[config.mk]
export PLATFORM = sky130hd
export DESIGN_NAME = ifp_div
export DESIGN_NICKNAME = d
export VERILOG_FILES = /design/src/rtl/ifp_pkg.sv /design/src/rtl/ifp_div.sv
export SDC_FILE = /design/constraint.sdc
export NUM_CORES = 2
export LEC_CHECK = 0
export BUFFER_PORTS_ARGS = -buffer_cell sky130_fd_sc_hd__buf_4
export CAP_MARGIN = 20
export CORE_ASPECT_RATIO = 1.1
export CORE_MARGIN = 4
export CORE_UTILIZATION = 45
export CTS_CLUSTER_SIZE = 20
export DETAILED_ROUTE_END_ITERATION = 12
export SKIP_LAST_GASP = 1
export SLEW_MARGIN = 20
export SYNTH_ARGS = -nofsm -noshare
export SYNTH_HDL_FRONTEND = slang
export SYNTH_SLANG_ARGS = --single-unit
export TNS_END_PERCENT = 50
[constraint.sdc]
create_clock -name clk -period 6.9 [get_ports clk]
set_input_delay 1.725 -clock clk [delete_from_list [all_inputs] [get_ports clk]]
set_output_delay 1.725 -clock clk [all_outputs]
set_load 0.03 [all_outputs]
[src/rtl/ifp_pkg.sv]
// ifp_pkg: shared constants for the image fit placement block
// default widths, divider step count, fit mode and register index codes
// no dependencies
`default_nettype none
package ifp_pkg;

  localparam int DIM_BITS  = 16;
  localparam int FRAC_BITS = 16;
  localparam int DIV_STEP  = 2;
  localparam int CFG_IDX_W = 3;
  localparam int MODE_W    = 3;

  localparam logic [MODE_W-1:0] MODE_NONE    = 3'd0;
  localparam logic [MODE_W-1:0] MODE_WIDTH   = 3'd1;
  localparam logic [MODE_W-1:0] MODE_HEIGHT  = 3'd2;
  localparam logic [MODE_W-1:0] MODE_CONTAIN = 3'd3;
  localparam logic [MODE_W-1:0] MODE_COVER   = 3'd4;

  localparam logic [CFG_IDX_W-1:0] REG_FIT_MODE     = 3'd0;
  localparam logic [CFG_IDX_W-1:0] REG_ALIGN_X      = 3'd1;
  localparam logic [CFG_IDX_W-1:0] REG_ALIGN_Y      = 3'd2;
  localparam logic [CFG_IDX_W-1:0] REG_TEX_ORIGIN_X = 3'd3;
  localparam logic [CFG_IDX_W-1:0] REG_TEX_ORIGIN_Y = 3'd4;
  localparam logic [CFG_IDX_W-1:0] REG_TEX_SIZE_X   = 3'd5;
  localparam logic [CFG_IDX_W-1:0] REG_TEX_SIZE_Y   = 3'd6;

endpackage
`default_nettype wire

[src/rtl/ifp_div.sv]
// ifp_div: multi-lane pipelined restoring divider with a side payload
// STEP quotient bits per stage; assumes num >> QW < den; uses ifp_pkg
`default_nettype none
module ifp_div #(
  parameter int LANES = 2,
  parameter int NW    = 33,
  parameter int DW    = 16,
  parameter int QW    = 33,
  parameter int SW    = 1,
  parameter int STEP  = ifp_pkg::DIV_STEP
) (
  input  logic                       clk,
  input  logic                       rst_n,
  input  logic                       en,
  input  logic                       in_valid,
  input  logic [LANES-1:0][NW-1:0]   num,
  input  logic [LANES-1:0][DW-1:0]   den,
  input  logic [SW-1:0]              side_in,
  output logic                       out_valid,
  output logic [LANES-1:0][QW-1:0]   quo,
  output logic [SW-1:0]              side_out
);
  localparam int LAT = (QW + STEP - 1) / STEP;

  logic [LANES-1:0][DW-1:0] rem_i  [LAT];
  logic [LANES-1:0][QW-1:0] nb_i   [LAT];
  logic [LANES-1:0][DW-1:0] den_i  [LAT];
  logic [SW-1:0]            side_i [LAT];
  logic                     vld_i  [LAT];

  logic [LANES-1:0][DW-1:0] rem_r  [LAT];
  logic [LANES-1:0][QW-1:0] nb_r   [LAT];
  logic [LANES-1:0][DW-1:0] den_r  [LAT];
  logic [SW-1:0]            side_r [LAT];
  logic                     vld_r  [LAT];

  for (genvar g = 0; g < LAT; g++) begin : g_stage
    logic [LANES-1:0][DW-1:0] rem_nxt;
    logic [LANES-1:0][QW-1:0] nb_nxt;

    if (g == 0) begin : g_first
      always_comb begin
        for (int l = 0; l < LANES; l++) begin
          rem_i[0][l] = DW'(num[l] >> QW);
          nb_i[0][l]  = num[l][QW-1:0];
        end
      end
      assign den_i[0]  = den;
      assign side_i[0] = side_in;
      assign vld_i[0]  = in_valid;
    end else begin : g_next
      assign rem_i[g]  = rem_r[g-1];
      assign nb_i[g]   = nb_r[g-1];
      assign den_i[g]  = den_r[g-1];
      assign side_i[g] = side_r[g-1];
      assign vld_i[g]  = vld_r[g-1];
    end

    always_comb begin
      logic [DW:0]   t;
      logic [DW-1:0] r;
      logic [QW-1:0] b;
      for (int l = 0; l < LANES; l++) begin
        t = '0;
        r = rem_i[g][l];
        b = nb_i[g][l];
        for (int k = 0; k < STEP; k++) begin
          if (g * STEP + k < QW) begin
            t = {r, b[QW-1]};
            b = {b[QW-2:0], t >= {1'b0, den_i[g][l]}};
            if (t >= {1'b0, den_i[g][l]}) begin
              t = t - {1'b0, den_i[g][l]};
            end
            r = t[DW-1:0];
          end
        end
        rem_nxt[l] = r;
        nb_nxt[l]  = b;
      end
    end

    always_ff @(posedge clk) begin
      if (en) begin
        rem_r[g]  <= rem_nxt;
        nb_r[g]   <= nb_nxt;
        den_r[g]  <= den_i[g];
        side_r[g] <= side_i[g];
      end
    end

    always_ff @(posedge clk) begin
      if (!rst_n) begin
        vld_r[g] <= 1'b0;
      end else if (en) begin
        vld_r[g] <= vld_i[g];
      end
    end
  end

  assign out_valid = vld_r[LAT-1];
  assign quo       = nb_r[LAT-1];
  assign side_out  = side_r[LAT-1];

endmodule
`default_nettype wire

# Word-level counts from Yosys, hierarchy flattened
# Memory sizes are Yosys's and may differ from the RTL's.
# Cells that the tools add are included.
[totals]
inputBits = 103
output_inout_bits = 68
elab_cells = 242
mem_bits_rw = 2244
register_bits = 0
mem_count = 5
[mem_list]
columns = ["name", "depth", "width", "rd", "rd_ports_with_merged_regs", "write_ports", "line", "text"]
rows = [
  ["nb_r", 17, 66, 17, 0, 17, "ifp_div.sv:32", "logic [LANES-1:0][QW-1:0] nb_r [LAT];"],
  ["den_r", 17, 32, 16, 0, 17, "ifp_div.sv:33", "logic [LANES-1:0][DW-1:0] den_r [LAT];"],
  ["rem_r", 17, 32, 16, 0, 17, "ifp_div.sv:31", "logic [LANES-1:0][DW-1:0] rem_r [LAT];"],
  ["side_r", 17, 1, 17, 0, 17, "ifp_div.sv:34", "logic [SW-1:0] side_r [LAT];"],
  ["vld_r", 17, 1, 17, 0, 17, "ifp_div.sv:35", "logic vld_r [LAT];"],
]
[op_classes]
n_bitwise = 17
order_cmp = 66
add_sub_neg = 66
n_mux = 88
[op_table]
columns = ["cell", "n"]
rows = [
  ["$ge A17 B16 Y1", 64],
  ["$mux W16", 66],
  ["$sub A16 B16 Y16", 64],
  ["$ge A1 B16 Y1", 2],
  ["$sub A1 B16 Y16", 2],
  ["$mux W1", 22],
  ["$or A1 B1 Y1", 17],
]

# Longest topological paths before layout
# An unclocked memory read counts as a cell.
[logic_depth]
word_depth = 5
mapped_depth = 25
ltp_nobuf = 23

# Worst setup path after synthesis
# No wires, ideal clock.
[synth_path]
path_type = "register -> register"
from = "memory rem_r[0][208] (netlist bit)"
to = "memory rem_r[0][247] (netlist bit), data pin"
n_path_buf = 3
setup_ns = 0.260
arrival_time_ns = 5.389
setup_slack_ns = 1.251
stages_incl_launch_ff = 22
synth_period_minus_slack_ns = 5.649
required_ns = 6.640
cell_sequence = "edfxtp_1 > ha_1 > nor2b_1 > o31ai_1 > a2bb2oi_1 > a211o_1 > o211ai_1 > a21oi_1 > buf_1 > buf_2 > mux2_2 > ha_1 > o21a_1 > o31a_1 > o21ai_1 > a21boi_1 > a221o_1 > a31o_1 > a221o_1 > a211oi_4 > buf_6 > mux2_2"
[synth_lines]
columns = ["element", "line"]
rows = [
  ["start: declaration", "ifp_div.sv:31"],
]

==> summary.md <==
| Metric | Value |
|---|---|
| Outcome | completed |
| Syn Nets | 11200 |
| Cell count of the worst reg-to-reg path | 21 |
| DIE HEIGHT | 555 um |
| GRT overflow | 0 |
| Final Max Tran Viols | 0 |
| Setup crit end | rem_r[0][366] |
| Synth top area cells | edfxtp_1 53%, ha_1 11%, mux2_2 5.4% |
| Starting Density | 0.453 |
| H-tree Lvls | 4 |
| CTS root buffer | clkbuf_16 |
| Synth top area share | 0.534 |
| Post-DR vias/cell | 5.50 |
| Avg WL per Cell | 19.2 um |
| Seq/Total Area, Yosys | 0.535 |
| Tcrit/Tclk final | 0.915 |
| Worst Skew | 0.0764 ns |
| Final Non-Filler Cells | 14100 |
| Cell taking the most area after synthesis | edfxtp_1 |
| Synth Flop Type | edfxtp_1 |
| Die area | 0.280 sq mm |
| RePlAce Congestion | 0.910 |
| Crit. End Element | flop |
| Starting DRC count in detailed routing | 4985 |
| Setup ws final | 0.588 ns |
| Worst r2r src | den_r[0][321] |
| Pin count of the biggest net entering global routing | 184 |
| Initial antenna violation count | 8 |
| Post-cts resize count | 0 |
| Hold Fails Final Rpt | 0 |
| Async SR Flop Fraction | 0 |
| Post-synthesis cell count | 10000 |
| Total global-route track usage | 0.189 |
| F_max | 158 MHz |
| WP data required | 7.51 ns |
| Crit path DAT | 6.92 ns |
| Setup Fix Bufs, Post-CTS | 0 |
| IO Port Bufs | 170 |
| Setup Crit Path Kind | flop to flop |
| Clock Tree Buf Depth | 4 |
| Via count | 77800 |
| Worst-path fanout max | 12 |
| Worst Tran Pin Value | 1.06 ns |
| Relative slew slack | 0.292 |
| R2r setup slk | 0.59 ns |
| I/O pin total | 171 |
| Mapped cell area | 0.122 sq mm |
| Post-Syn Area per Cell | 12.2 sq um |
| Clock transition at path regs | 0.06 ns |
| Area delta synth->final | 11.5% |
| Placed cells | 13700 |
| Synth cell types | 106 |
| Layout cell share with drive strength beyond 1 | 0.126 |
| R2r endpoint | rem_r[0][366] |
| FF+latch count, synth | 2180 |
| Final wirelength | 272000 um |
| Post-detail-place hpwl | 206000 um |
| HP Class | flop to flop |
| Worst setup path startpoint | den_r[0][321] |
| Max cap viols | 0 |
| Post-synth EDFFs | 2179 |
| Post-route DRC | 0 |
| NumNets Final | 11600 |
| Finish-stage setup viols | 0 |
| Floorplan row count | 200 |
| Worst Setup Start Kind | flop |
| Synth warn | 0 |
| Pre-CTS setup slack | 0.386 ns |
| Core Footprint | 0.270 sq mm |
| Clk_lat worst skew | 0.90 ns |
| Vias in the first global route | 78600 |
| Clock sink total | 2180 |
| RSZ-0062 raised after global routing | false |
| Routed Antenna Nets | 0 |
| Crit path time final | 6.31 ns |
| CTS tree | done |
| First-pass GRT wire length | 429000 um |
| Die Width | 505 um |
| Hold buffer count at CTS | 0 |
| DRT Pass-1 Iters | 5 |
| CTS Buf Count | 236 |
per-layer routing:
layer / routed length, um / vias to the layer above / track usage
li1: - / 38400 / -
met1: 121000 / 37400 / 0.246
met2: 133000 / 1530 / 0.327
met3: 9370 / 496 / 0.0221
met4: 9610 / 0 / 0.0648
met5: 0 / - / 0
stage by stage:
step / setup TNS (ns) / hold slack (ns) / utilization / cell area (sq um)
finish: 0 / 0.379 / 0.505 / 136000
global route: 0 / 0.392 / 0.505 / 136000
CTS: 0 / 0.376 / 0.505 / 136000
detailed placement: 0 / 0.405 / 0.476 / 129000
global placement: -0.212 / 0.400 / 0.476 / 129000
floorplan: 0 / 0.400 / - / 122000
flip-flops by register name, indices dropped and copies added (netlist names):
name and cells:
den_r 512, rem_r 512, vld_r 17, nb_r 1122
side_r 17
worst min path at each step:
stage                  from            end  slack [ns]  depth (start not counted)
6_report       nb_r[0][877]   nb_r[0][945]        0.38                          0
5_1_grt        nb_r[0][160]   nb_r[0][228]        0.39                          0
4_1_cts        nb_r[0][877]   nb_r[0][945]        0.38                          0
3_5_place_dp   nb_r[0][948]  nb_r[0][1016]        0.40                          0
3_3_place_gp   nb_r[0][645]   nb_r[0][713]        0.40                          0
2_1_floorplan  nb_r[0][932]  nb_r[0][1000]        0.40                          0
critical path, cell delays in order (launching register included):
cell	delay (ns)
edfxtp_1	0.53
inv_1	0.20
ha_1	0.34
nor2b_1	0.17
o21ai_1	0.13
a31o_2	0.26
a21oi_1	0.15
o21ai_1	0.12
a22o_1	0.35
buf_4	0.24
o21ai_0	0.44
ha_1	0.35
nor2b_1	0.15
o31a_1	0.28
o21ba_2	0.24
a21oi_1	0.24
o2111ai_1	0.23
o31a_1	0.30
nand2_1	0.30
and2_1	0.41
buf_4	0.25
mux2_1	0.36
area by class of cell:
| cell class | instances | area [sq um] |
|---|---|---|
| Inverter | 868 | 3260 |
| Timing Repair Buffer | 268 | 2190 |
| Sequential cell | 2180 | 65500 |
| Fill cell | 23500 | 134000 |
| Tap cell | 3535 | 4420 |
| Clock inverter | 168 | 1890 |
| Clock buffer | 263 | 6030 |
| Antenna cell | 3 | 7.51 |
| Multi-Input combinational cell | 6862 | 53200 |
synth_stat cells, types with 17 or more instances:
| master | n |
|---|---|
| a221o_1 | 27 |
| o22ai_1 | 20 |
| mux2_1 | 25 |
| o21a_1 | 170 |
| or3_1 | 34 |
| xor2_1 | 241 |
| a31oi_1 | 74 |
| and3_1 | 58 |
| nand3_1 | 123 |
| nand2_1 | 475 |
| buf_2 | 37 |
| or2_2 | 24 |
| a21o_1 | 294 |
| mux2i_1 | 48 |
| a211oi_1 | 74 |
| xnor2_1 | 516 |
| nand2b_1 | 96 |
| clkbuf_1 | 63 |
| and2_1 | 27 |
| nor2_1 | 628 |
| and4_1 | 17 |
| nand4_1 | 134 |
| o21ai_0 | 455 |
| o211ai_1 | 33 |
| o21bai_1 | 105 |
| edfxtp_1 | 2179 |
| fa_1 | 62 |
| o31ai_1 | 43 |
| nor4_1 | 36 |
| a31o_2 | 20 |
| a21oi_1 | 674 |
| a21boi_0 | 38 |
| o31a_1 | 42 |
| inv_1 | 860 |
| nor2b_1 | 113 |
| a211o_1 | 35 |
| ha_1 | 1028 |
| nor3_1 | 181 |
| mux2_2 | 586 |
| o41ai_1 | 24 |
placed cells by master (no fill, tap or decap), types with 123 or more instances in the layout:
cell and instances:
buf_4 254, ha_1 1028, xor2_1 241, xnor2_1 516, o21a_1 170, inv_1 860, nand2_1 475, nor2_1 628
clkbuf_16 237, edfxtp_1 2179, nand3_1 123, nor3_1 181, nand4_1 134, o21ai_0 455, a21oi_1 672, mux2_2 586
a21o_1 294
cells by family (layout without fill, tap and decap cells):
| kind of cell | count (synthesis) | in the layout | synth area share |
|---|---|---|---|
| xor+xnor | 757 | 757 | 0.0542 |
| mux | 663 | 663 | 0.0606 |
| simple gates | 1987 | 1987 | 0.0769 |
| fa+ha+maj | 1090 | 1090 | 0.115 |
| flops | 2180 | 2180 | 0.535 |
| buf+inv | 989 | 1567 | 0.0312 |
| other cells | 0 | 3 | 0 |
| compound gates | 2365 | 2365 | 0.127 |
Power is not shown: default switching activity piles up to over one toggle a cycle in this logic, so the estimate is an artifact.
